File: config.mk
export PLATFORM = sky130hd
export DESIGN_NAME = calendar_date_set_editor
export DESIGN_NICKNAME = d
export VERILOG_FILES = /design/src/cdse_pkg.sv /design/src/cdse_update.sv /design/src/calendar_date_set_editor.sv
export VERILOG_INCLUDE_DIRS = /design/src /design/src/src
export SDC_FILE = /design/constraint.sdc
export NUM_CORES = 1
export LEC_CHECK = 0
export ABC_AREA = 0
export BUFFER_PORTS_ARGS = -buffer_cell sky130_fd_sc_hd__buf_2
export CAP_MARGIN = 0
export CORE_UTILIZATION = 50
export DETAILED_ROUTE_END_ITERATION = 10
export HOLD_SLACK_MARGIN = 0.08
export MAX_ROUTING_LAYER = met4
export PLACE_DENSITY_LB_ADDON = 0.08
export SYNTH_ARGS = -nofsm -noshare
export SYNTH_HDL_FRONTEND = slang
export SYNTH_HIERARCHICAL = 1
export SYNTH_SLANG_ARGS = --single-unit
File: constraint.sdc
create_clock -name clk_i -period 3.7 [get_ports clk_i]
set_clock_uncertainty 0.15 [all_clocks]
set_input_delay 0.555 -clock clk_i [delete_from_list [all_inputs] [get_ports clk_i]]
set_output_delay 0.555 -clock clk_i [all_outputs]
set_load 0.02 [all_outputs]
File: src/calendar_date_set_editor_defines.svh
// Assertion macros shared by the calendar date editor RTL.
`ifndef CALENDAR_DATE_SET_EDITOR_DEFINES_SVH
`define CALENDAR_DATE_SET_EDITOR_DEFINES_SVH

// Clocked assertion that is switched off while reset is asserted.
`define CDSE_ASSERT(lbl, prop, msg) \
  lbl: assert property (@(posedge clk_i) disable iff (!rst_ni) (prop)) else $error(msg);

// Clocked assertion that must also hold during reset.
`define CDSE_ASSERT_ALWAYS(lbl, prop, msg) \
  lbl: assert property (@(posedge clk_i) (prop)) else $error(msg);

`endif

File: src/cdse_pkg.sv
// Types, codes and calendar helper functions for the calendar date editor.
package cdse_pkg;

  typedef enum logic [2:0] {
    OP_LOAD    = 3'd0,
    OP_INC     = 3'd1,
    OP_DEC     = 3'd2,
    OP_CONFIRM = 3'd3,
    OP_NEXT    = 3'd4
  } opcode_e;

  typedef enum logic [1:0] {
    FIELD_YEAR    = 2'd0,
    FIELD_MONTH   = 2'd1,
    FIELD_DAY     = 2'd2,
    FIELD_WEEKDAY = 2'd3
  } field_e;

  localparam logic [6:0] YEAR_MAX    = 7'd99;
  localparam logic [6:0] YEAR_CENT   = 7'd100;
  localparam logic [3:0] MONTH_MAX   = 4'd12;
  localparam logic [3:0] MONTH_FEB   = 4'd2;
  localparam logic [4:0] DAY_LEAP    = 5'd29;
  localparam logic [4:0] DAY_COMMON  = 5'd28;
  localparam logic [2:0] WEEKDAY_MAX = 3'd7;

  typedef struct packed {
    logic [6:0] year;
    logic [3:0] month;
    logic [4:0] day;
    logic [2:0] weekday;
    field_e     field;
  } date_t;

  // The year is 2000 plus a 7-bit offset. Since 2000 is a multiple of 400,
  // the only offset that is a multiple of 4 but not a leap year is 100.
  function automatic logic is_leap(input logic [6:0] yy);
    is_leap = (yy[1:0] == 2'd0) && (yy != YEAR_CENT);
  endfunction

  // Out of range months count as 31-day months.
  function automatic logic [4:0] month_len(input logic [6:0] yy, input logic [3:0] mm);
    case (mm)
      4'd4, 4'd6, 4'd9, 4'd11: month_len = 5'd30;
      MONTH_FEB:               month_len = is_leap(yy) ? DAY_LEAP : DAY_COMMON;
      default:                 month_len = 5'd31;
    endcase
  endfunction

endpackage

File: src/cdse_update.sv
// Next-state logic of the date editor for one key event.
module cdse_update (
  input  cdse_pkg::date_t cur_i,
  input  logic [2:0]      opcode_i,
  input  logic [6:0]      load_year_i,
  input  logic [3:0]      load_month_i,
  input  logic [4:0]      load_day_i,
  input  logic [2:0]      load_weekday_i,
  output cdse_pkg::date_t nxt_o,
  output logic            commit_o
);
  import cdse_pkg::*;

  logic       up;
  logic [6:0] year_adj;
  logic [3:0] month_adj;
  logic [4:0] len_cur;
  logic [4:0] len_new_month;
  logic [4:0] day_adj;
  logic [4:0] day_after_year;
  logic [4:0] day_after_month;
  logic [2:0] weekday_adj;
  date_t      adj;

  assign up = (opcode_i == OP_INC);

  always_comb begin
    if (up) begin
      year_adj = (cur_i.year >= YEAR_MAX) ? 7'd0 : 7'(cur_i.year + 7'd1);
    end else begin
      year_adj = (cur_i.year == 7'd0) ? YEAR_MAX : 7'(cur_i.year - 7'd1);
    end
    if (up) begin
      month_adj = (cur_i.month >= MONTH_MAX) ? 4'd1 : 4'(cur_i.month + 4'd1);
    end else begin
      month_adj = (cur_i.month <= 4'd1) ? MONTH_MAX : 4'(cur_i.month - 4'd1);
    end
    len_cur = month_len(cur_i.year, cur_i.month);
    if (up) begin
      day_adj = (cur_i.day >= len_cur) ? 5'd1 : 5'(cur_i.day + 5'd1);
    end else begin
      day_adj = (cur_i.day <= 5'd1) ? len_cur : 5'(cur_i.day - 5'd1);
    end
    if (up) begin
      weekday_adj = (cur_i.weekday >= WEEKDAY_MAX) ? 3'd1 : 3'(cur_i.weekday + 3'd1);
    end else begin
      weekday_adj = (cur_i.weekday <= 3'd1) ? WEEKDAY_MAX : 3'(cur_i.weekday - 3'd1);
    end

    // A year change only touches 29 February.
    day_after_year = cur_i.day;
    if (cur_i.month == MONTH_FEB && cur_i.day == DAY_LEAP && !is_leap(year_adj)) begin
      day_after_year = DAY_COMMON;
    end

    // A month change clamps the day to the new month length.
    len_new_month   = month_len(cur_i.year, month_adj);
    day_after_month = (cur_i.day > len_new_month) ? len_new_month : cur_i.day;

    adj = cur_i;
    case (cur_i.field)
      FIELD_YEAR: begin
        adj.year = year_adj;
        adj.day  = day_after_year;
      end
      FIELD_MONTH: begin
        adj.month = month_adj;
        adj.day   = day_after_month;
      end
      FIELD_DAY: begin
        adj.day = day_adj;
      end
      default: begin
        adj.weekday = weekday_adj;
      end
    endcase
  end

  always_comb begin
    nxt_o    = cur_i;
    commit_o = 1'b0;
    case (opcode_i)
      OP_LOAD: begin
        nxt_o.year    = load_year_i;
        nxt_o.month   = load_month_i;
        nxt_o.day     = load_day_i;
        nxt_o.weekday = (load_weekday_i == 3'd0) ? 3'd1 : load_weekday_i;
        nxt_o.field   = FIELD_YEAR;
      end
      OP_INC, OP_DEC: begin
        nxt_o = adj;
      end
      OP_CONFIRM: begin
        commit_o    = 1'b1;
        nxt_o.field = FIELD_YEAR;
      end
      OP_NEXT: begin
        nxt_o.field = field_e'(2'(cur_i.field + 2'd1));
      end
      default: begin
        nxt_o = cur_i;
      end
    endcase
  end

endmodule

File: src/calendar_date_set_editor.sv
// Top level of the key-driven calendar date editor.
//
//   Channel | Direction | Handshake                | Payload
//   --------+-----------+--------------------------+--------------------------------------
//   in      | input     | in_valid_i, in_stall_o   | opcode_i, load_year/month/day/weekday
//   out     | output    | out_valid_o, out_stall_i | year/month/day/weekday, field, commit
//
// Every input transaction produces exactly one output transaction. A transaction
// accepted into the input register passes one level of update logic and loads
// the result register once the pipeline advances, so its result is offered from
// the result register; one transaction per cycle is sustained and only the
// output stall slows it. Reset is asynchronous, active low, and clears the date
// to zero with weekday one and the year field selected. in_stall_o rises only
// while a result waits under out_stall_i and the input register is also occupied.
`include "calendar_date_set_editor_defines.svh"

module calendar_date_set_editor (
  input  logic       clk_i,
  input  logic       rst_ni,
  input  logic       in_valid_i,
  output logic       in_stall_o,
  input  logic [2:0] opcode_i,
  input  logic [6:0] load_year_i,
  input  logic [3:0] load_month_i,
  input  logic [4:0] load_day_i,
  input  logic [2:0] load_weekday_i,
  output logic       out_valid_o,
  input  logic       out_stall_i,
  output logic [6:0] year_out_o,
  output logic [3:0] month_out_o,
  output logic [4:0] day_out_o,
  output logic [2:0] weekday_out_o,
  output logic [1:0] field_select_o,
  output logic       commit_o
);
  import cdse_pkg::*;

  // Input register.
  logic       in_valid_q;
  logic [2:0] opcode_q;
  logic [6:0] load_year_q;
  logic [3:0] load_month_q;
  logic [4:0] load_day_q;
  logic [2:0] load_weekday_q;

  // Edited date and the result register.
  date_t state_q, state_d;
  date_t res_q;
  logic  commit_q, commit_d;
  logic  out_valid_q;

  logic  advance;
  logic  in_take;

  // The pipeline moves whenever the result register is free or drained.
  assign advance    = !out_valid_q || !out_stall_i;
  assign in_stall_o = in_valid_q && !advance;
  assign in_take    = in_valid_i && !in_stall_o;

  always_ff @(posedge clk_i or negedge rst_ni) begin
    if (!rst_ni) begin
      in_valid_q <= 1'b0;
    end else if (!in_stall_o) begin
      in_valid_q <= in_valid_i;
    end
  end

  // Payload registers carry no reset; they load only on an accepted transaction.
  always_ff @(posedge clk_i) begin
    if (in_take) begin
      opcode_q       <= opcode_i;
      load_year_q    <= load_year_i;
      load_month_q   <= load_month_i;
      load_day_q     <= load_day_i;
      load_weekday_q <= load_weekday_i;
    end
  end

  cdse_update u_update (
    .cur_i          (state_q),
    .opcode_i       (opcode_q),
    .load_year_i    (load_year_q),
    .load_month_i   (load_month_q),
    .load_day_i     (load_day_q),
    .load_weekday_i (load_weekday_q),
    .nxt_o          (state_d),
    .commit_o       (commit_d)
  );

  // The date state is part of control: it must start from a known date.
  always_ff @(posedge clk_i or negedge rst_ni) begin
    if (!rst_ni) begin
      state_q     <= '{year: 7'd0, month: 4'd0, day: 5'd0, weekday: 3'd1,
                       field: FIELD_YEAR};
      out_valid_q <= 1'b0;
    end else if (advance) begin
      out_valid_q <= in_valid_q;
      if (in_valid_q) begin
        state_q <= state_d;
      end
    end
  end

  always_ff @(posedge clk_i) begin
    if (advance && in_valid_q) begin
      res_q    <= state_d;
      commit_q <= commit_d;
    end
  end

  assign out_valid_o    = out_valid_q;
  assign year_out_o     = res_q.year;
  assign month_out_o    = res_q.month;
  assign day_out_o      = res_q.day;
  assign weekday_out_o  = res_q.weekday;
  assign field_select_o = res_q.field;
  assign commit_o       = commit_q;

  `CDSE_ASSERT(a_weekday_nonzero, state_q.weekday != 3'd0, "edited weekday became zero")
  `CDSE_ASSERT(a_stall_only_when_full, in_stall_o |-> (out_valid_o && out_stall_i),
               "input stalled while result register free")
  `CDSE_ASSERT(a_in_held, (in_valid_q && !advance) |=> in_valid_q,
               "held input transaction was dropped")
  `CDSE_ASSERT(a_confirm_result,
               (advance && in_valid_q && opcode_q == OP_CONFIRM) |=>
               (out_valid_o && commit_o && field_select_o == FIELD_YEAR),
               "confirm did not commit and return to year field")

endmodule

Word-level counts from Yosys, hierarchy flattened
Cells that the tools add are included.
{"block": "totals", "regBits": 67, "inputBits": 26, "out_inout_bits": 24, "word_cells": 104}
{"block": "classes", "n_addsub": 9, "n_lt_le_gt_ge": 8, "eq_ne": 19, "mux": 25, "reduce_logical": 25}
{"operator": "case mux 19 bit (2 select lines)", "count": 1}
{"operator": "two-way mux 7 bit", "count": 4}
{"operator": "two-way mux 5 bit", "count": 5}
{"operator": "case mux 5 bit (2 select lines)", "count": 2}
{"operator": "== test 4 x 3 -> 1 bit, second input constant", "count": 4}
{"operator": "== test 4 bit, second input constant", "count": 4}
{"operator": "two-way mux 4 bit", "count": 4}
{"operator": "two-way mux 3 bit", "count": 5}
{"operator": "case mux 5 bit (3 select lines)", "count": 1}
{"operator": "!= test 7 bit, second input constant", "count": 2}
{"operator": "== test 4 x 2 -> 1 bit, second input constant", "count": 2}
{"operator": "OR reduction 4 bit", "count": 2}
{"operator": "adder 7 x 1 -> 7 bit, second input constant", "count": 1}
{"operator": ">= comparator 7 bit, second input constant", "count": 1}
{"operator": "logical AND 1 bit", "count": 7}
{"operator": "logical NOT 7 bit", "count": 1}
{"operator": "subtractor 7 x 1 -> 7 bit, second input constant", "count": 1}
{"operator": "== test 3 x 2 -> 1 bit, second input constant", "count": 2}
{"operator": "logical NOT 2 bit", "count": 3}
{"operator": "logical NOT 3 bit", "count": 2}
{"operator": "adder 5 x 1 -> 5 bit, second input constant", "count": 1}
{"operator": "== test 5 bit, second input constant", "count": 1}
{"operator": ">= comparator 5 bit", "count": 1}
{"operator": "greater-than comparator 5 bit", "count": 1}
{"operator": "22 further kinds", "count": 28}

Logic depth before layout (Yosys ltp)
{"block": "logic_depth", "ltp_word": 10, "depth_mapped": 17, "depth_no_buf": 16}

Hierarchy
The synthesis kept the hierarchy.
{"mod": "calendar_date_set_editor", "instances": 1, "cells_per_inst": 96, "area_each_um2": 2205.9, "seq_area_each_um2": 1898.1}
{"mod": "cdse_update", "instances": 1, "cells_per_inst": 308, "area_each_um2": 2010.7, "seq_area_each_um2": 0.0}

Least setup slack after synthesis
OpenSTA, ideal clock, no wires.
{"block": "synth_timing", "path_type": "register to register", "from": "register state_q[10] (netlist bit)", "to": "register state_q[6] (netlist bit)", "setup_time_ps": 125, "t_arrival_ps": 3125, "t_required_ps": 3425, "setup_slack_ps": 300, "path_stages_with_launch": 15, "path_buffers": 1, "period_less_slack_ps": 3400, "cell_sequence": "dfrtp_1 > clkbuf_1 > inv_1 > ha_1 > or2_2 > a211oi_1 > o21ai_0 > a21oi_1 > nor2_1 > ha_1 > a211oi_1 > a2111oi_1 > a221oi_1 > o21ai_1 > mux2_2"}
{"element": "from (decl)", "line": "calendar_date_set_editor.sv:47", "rtl": "date_t state_q, state_d;"}
{"element": "from (signal assigned)", "line": "calendar_date_set_editor.sv:93", "rtl": "state_q <= '{year: 7'd0, month: 4'd0, day: 5'd0, weekday: 3'd1,"}
{"element": "from (signal assigned)", "line": "calendar_date_set_editor.sv:99", "rtl": "state_q <= state_d;"}

==> qor_table.md <==
| Parameter | Reported | Unit |
|:---|:---|:---|
| Post-Synthesis Mean Instance Area | 10.4 | um^2 |
| Post-CTS Setup Bufs | 0 | - |
| M3 GR Usage | 6.15 | % |
| Worst setup slack before clock tree synthesis | 132 | ps |
| Setup violations, final | 0 | - |
| Worst Setup Start Kind | flip-flop | - |
| Share of total power in combinational logic | 46.8 | % |
| Antenna violation net count after detailed routing | 0 | - |
| Unique cell type count in the Yosys netlist | 66 | - |
| Share of the yosys chip area belonging to registers | 45.0 | % |
| Fmax | 0.291 | GHz |
| Worst skew pair latency | 340 | ps |
| Transition time at the pin with the least slew margin | 806 | ps |
| Cell family with most CP delay | compound AO/OA/AOI/OAI gates | - |
| Area of the die | 8800 | um^2 |
| Worst-case clock buffer depth | 2 | - |
| Max-cap violation count | 0 | - |
| Largest incremental delay on the critical path | 560 | ps |
| CTS tree | built | - |
| Antenna violations before repair | 0 | - |
| Total nets after synthesis | 452 | - |
| Max-slew headroom at the worst pin | 46.0 | % |
| RSZ-0062 raised after global routing | false | - |
| Post-synth top area share | 31.3 | % |
| Number of flops mapped to enable cells by yosys | 44 | - |
| Leading register cell type out of synthesis | sky130_fd_sc_hd__edfxtp_1 | - |
| DRC | 0 | - |
| Final hold vios | 0 | - |
| Area contributors post-synth | sky130_fd_sc_hd__edfxtp_1 31%, sky130_fd_sc_hd__dfrtp_1 13%, sky130_fd_sc_hd__ha_1 6.5% | - |
| Area grow syn2layout | 15.2 | % |
| Fraction of registers with async set/reset | 34.3 | % |
| Crit end category | flip-flop | - |
| Clock transition at the register clock pins on the worst setup and hold paths after CTS | 70 | ps |
| DR vias | 3328 | - |
| Ports | 50 | - |
| Power per cell area | 737 | nW/um^2 |
| Count of warnings emitted by yosys | 6 | - |
| Final layout net count | 510 | - |
| CP max-delay cell | sky130_fd_sc_hd__or3b_4 | - |
| Largest net degree at the start of global routing | 24 | - |
| Number of iterations in the first detailed-routing pass | 5 | - |
| Number of buffers inserted during clock tree synthesis | 9 | - |
| Total wire length | 10300 | um |
| Power share of the sequential group | 34.3 | % |
| GRT Overall Usage | 25.8 | % |
| Vert. Die Dim | 93.8 | um |
| Setup_tns | 0 | ps |
| Outcome | complete, no violations | - |
| Wire length per cell | 18.0 | um |
| Data required time of the worst path | 3780 | ps |
| H-tree levels | 3 | - |
| Setup slack after layout | 266 | ps |
| Clock Root Buffer | sky130_fd_sc_hd__clkbuf_8 | - |
| Grt met1 use | 34.0 | % |
| Peak ir drop on the vdd network | 0.365 | mV |
| Slack of the worst reg-to-reg path | 270 | ps |
| Total global routing overflow | 0 | - |
| Count of buffering cells on the critical path with inverters included | 0 | - |
| Starting DRT DRC Count | 210 | - |
| Internal power component | 2120 | uW |
| CORE AREA | 8180 | um^2 |
| Switching fraction of total power | 40.7 | % |
| Layer with the highest usage after global routing | met2 | - |
| Cell-by-cell trace of the critical path | or3b_4 -> a21oi_2 -> o2bb2ai_2 -> nor3b_2 -> ha_1 -> a21oi_1 -> a211oi_4 -> nor2_1 -> a2111oi_2 -> a221oi_1 -> o21ai_1 -> mux2_2 | - |
| Global routing met2 resource utilization | 40.3 | % |
| Critical Path Fanout Max | 21 | - |
| Critical Path AT | 3510 | ps |
| Share of final-layout standard cells stronger than drive strength 1 | 28.1 | % |
| Number of global-route vias before repair | 3231 | - |
| Worst min path class | primary input to async pin | - |
| Worst hold slack | 76.2 | ps |
| Post-synth design cell area | 4220 | um^2 |
| Final count of pins violating max slew | 0 | - |
| Net load switching power | 1460 | uW |
| HPWL after DPL | 7320 | um |
| Share of power burned in the clock network | 18.9 | % |
| Yosys top cell by area | sky130_fd_sc_hd__edfxtp_1 | - |
| Global-route wire length before repair | 16500 | um |
| Leakage | 0.00203 | uW |
| Chip Width | 93.8 | um |
| Sink count of the clock tree | 67 | - |
| Number of antenna cells inserted | 0 | - |
| Critical path start-end classification | flip-flop to flip-flop | - |
| Vias per std cell | 5.82 | - |
| Cts-stage hold buffer count | 0 | - |
| Number of buffer cells added on primary ports | 49 | - |
| Period Utilization, post-route | 92.8 | % |
| Final Critical Period | 3430 | ps |
| Gp weighted congestion | 0.903 | - |
| Instance count of the mapped netlist | 404 | - |
| Effective utilization at floorplan | 51.6 | % |
| Register bit count reported by yosys | 67 | - |
| Number of core rows | 33 | - |
## metrics by stage
| stage | power, uW | util [%] | instance area (um^2) | instances |
|---|---|---|---|---|
| 6_report | 3580 | 59.4 | 4860 | 572 |
| 5_1_grt | 3830 | 59.4 | 4860 | 572 |
| 4_1_cts | 3550 | 59.1 | 4830 | 572 |
| 3_5_place_dp | 2860 | 56.4 | 4610 | 556 |
| 3_3_place_gp | 2810 | 56.4 | 4610 | 556 |
| 2_1_floorplan | 2420 | - | 4220 | 404 |
## worst register-to-register path: stages, from the launching register on
cell,delay (ps)
sky130_fd_sc_hd__edfxtp_1,480
sky130_fd_sc_hd__or3b_4,570
sky130_fd_sc_hd__a21oi_2,180
sky130_fd_sc_hd__o2bb2ai_2,150
sky130_fd_sc_hd__nor3b_2,280
sky130_fd_sc_hd__ha_1,320
sky130_fd_sc_hd__a21oi_1,270
sky130_fd_sc_hd__a211oi_4,80
sky130_fd_sc_hd__nor2_1,140
sky130_fd_sc_hd__a2111oi_2,70
sky130_fd_sc_hd__a221oi_1,220
sky130_fd_sc_hd__o21ai_1,130
sky130_fd_sc_hd__mux2_2,270
## layout make-up
type                    instances  area [um^2]
clock buffers                  11          141
clock inverters                 5         76.3
fillers                       709         3320
inverters                      20         75.1
multi-input cells             296         2130
flip-flops and latches         67         1900
well taps                     105          131
repair buffers                 68          400
## worst paths after layout
kind	startpoint	to	depth (start not counted)
max	opcode_q[2]$_DFFE_PP_	state_q[6]$_DFFE_PN0P_	12
min	rst_ni	state_q[13]$_DFFE_PN0P_	1
max reg2reg	opcode_q[2]$_DFFE_PP_	state_q[6]$_DFFE_PN0P_	12
min reg2reg	in_valid_q$_DFFE_PN0N_	out_valid_o$_DFFE_PN0P_	1
max in group asynchronous	rst_ni	state_q[11]$_DFFE_PN0P_	1
min in group clk_i	load_day_i[2]	load_day_q[2]$_DFFE_PP_	1
## flip-flops by register name (all words and copies together) (netlist names)
| signal | count |
|---|---|
| opcode_q | 3 |
| load_weekday_q | 3 |
| out_valid_o | 1 |
| month_out_o | 4 |
| load_month_q | 4 |
| in_valid_q | 1 |
| load_year_q | 7 |
| load_day_q | 5 |
| state_q | 21 |
| day_out_o | 5 |
| year_out_o | 7 |
| field_select_o | 2 |
| commit_o | 1 |
| weekday_out_o | 3 |
## kinds of logic (layout without fill, tap and decap cells)
| kind of cell | after synthesis | count (layout) | synth area share, % |
|---|---|---|---|
| fa+ha+maj | 22 | 22 | 6.53 |
| simple gates | 130 | 130 | 16.4 |
| flops | 67 | 67 | 45.0 |
| buf+inv | 41 | 104 | 5.07 |
| mux | 27 | 27 | 7.12 |
| compound gates | 112 | 112 | 18.9 |
| xor+xnor | 5 | 5 | 1.04 |
## synth_stat cells, types with 8 or more instances
library cell               count
sky130_fd_sc_hd__a21oi_1      24
sky130_fd_sc_hd__mux2_2       24
sky130_fd_sc_hd__nand2_1      36
sky130_fd_sc_hd__inv_1        20
sky130_fd_sc_hd__ha_1         22
sky130_fd_sc_hd__o21ai_0      25
sky130_fd_sc_hd__dfrtp_1      22
sky130_fd_sc_hd__nor2_1       27
sky130_fd_sc_hd__edfxtp_1     44
sky130_fd_sc_hd__nand3_1       9
sky130_fd_sc_hd__a22oi_1       8
sky130_fd_sc_hd__clkbuf_1      8
sky130_fd_sc_hd__nor3_1       12
sky130_fd_sc_hd__nand2b_1      9
## timing repair
action / in CTS / in global routing
resized for setup: 0 / 5
endpoints found under the hold margin: 0 / 0
endpoints found under the setup margin: 0 / 4
## metal layers
metal | vias to the layer above | part of all wire [%]
met3 | 15 | 5.4
li1 | 1626 | -
met4 | 0 | 1.3
met5 | - | 0
met2 | 106 | 48
met1 | 1581 | 45
## power by group through the flow
stage	Clock, uW	Combinational [uW]	Sequential [uW]
after floorplan	0	1190	1230
after global placement	0	1580	1230
after detailed placement	0	1610	1240
after CTS	696	1630	1230
after global routing	721	1860	1260
final	675	1680	1230
## layout by cell type (no fill, tap or decap), types with 3 or more instances in the layout
cell / netlist / routed
sky130_fd_sc_hd__or3_1: 4 / 4
sky130_fd_sc_hd__mux2i_1: 3 / 3
sky130_fd_sc_hd__edfxtp_1: 44 / 44
sky130_fd_sc_hd__a221o_1: 3 / 3
sky130_fd_sc_hd__clkbuf_8: 0 / 10
sky130_fd_sc_hd__buf_4: 1 / 18
sky130_fd_sc_hd__nand3_1: 9 / 9
sky130_fd_sc_hd__a221oi_1: 3 / 3
sky130_fd_sc_hd__nor3_1: 12 / 11
sky130_fd_sc_hd__dfrtp_1: 22 / 21
sky130_fd_sc_hd__and2_1: 7 / 7
sky130_fd_sc_hd__and3_1: 5 / 5
sky130_fd_sc_hd__o31ai_1: 3 / 3
sky130_fd_sc_hd__nand2b_1: 9 / 9
sky130_fd_sc_hd__o211ai_1: 5 / 5
sky130_fd_sc_hd__a22oi_1: 8 / 8
sky130_fd_sc_hd__nand2_1: 36 / 36
sky130_fd_sc_hd__nor2b_1: 5 / 5
sky130_fd_sc_hd__nor3b_2: 3 / 3
sky130_fd_sc_hd__a21oi_1: 24 / 24
sky130_fd_sc_hd__o21ai_1: 5 / 5
sky130_fd_sc_hd__ha_1: 22 / 22
sky130_fd_sc_hd__a211oi_1: 6 / 4
sky130_fd_sc_hd__xor2_1: 4 / 4
sky130_fd_sc_hd__buf_2: 6 / 49
sky130_fd_sc_hd__inv_1: 20 / 20
sky130_fd_sc_hd__nor2_1: 27 / 27
sky130_fd_sc_hd__mux2_2: 24 / 24
sky130_fd_sc_hd__o21ai_0: 25 / 25
sky130_fd_sc_hd__a211o_1: 4 / 4
(Power assumes the default switching activity.)
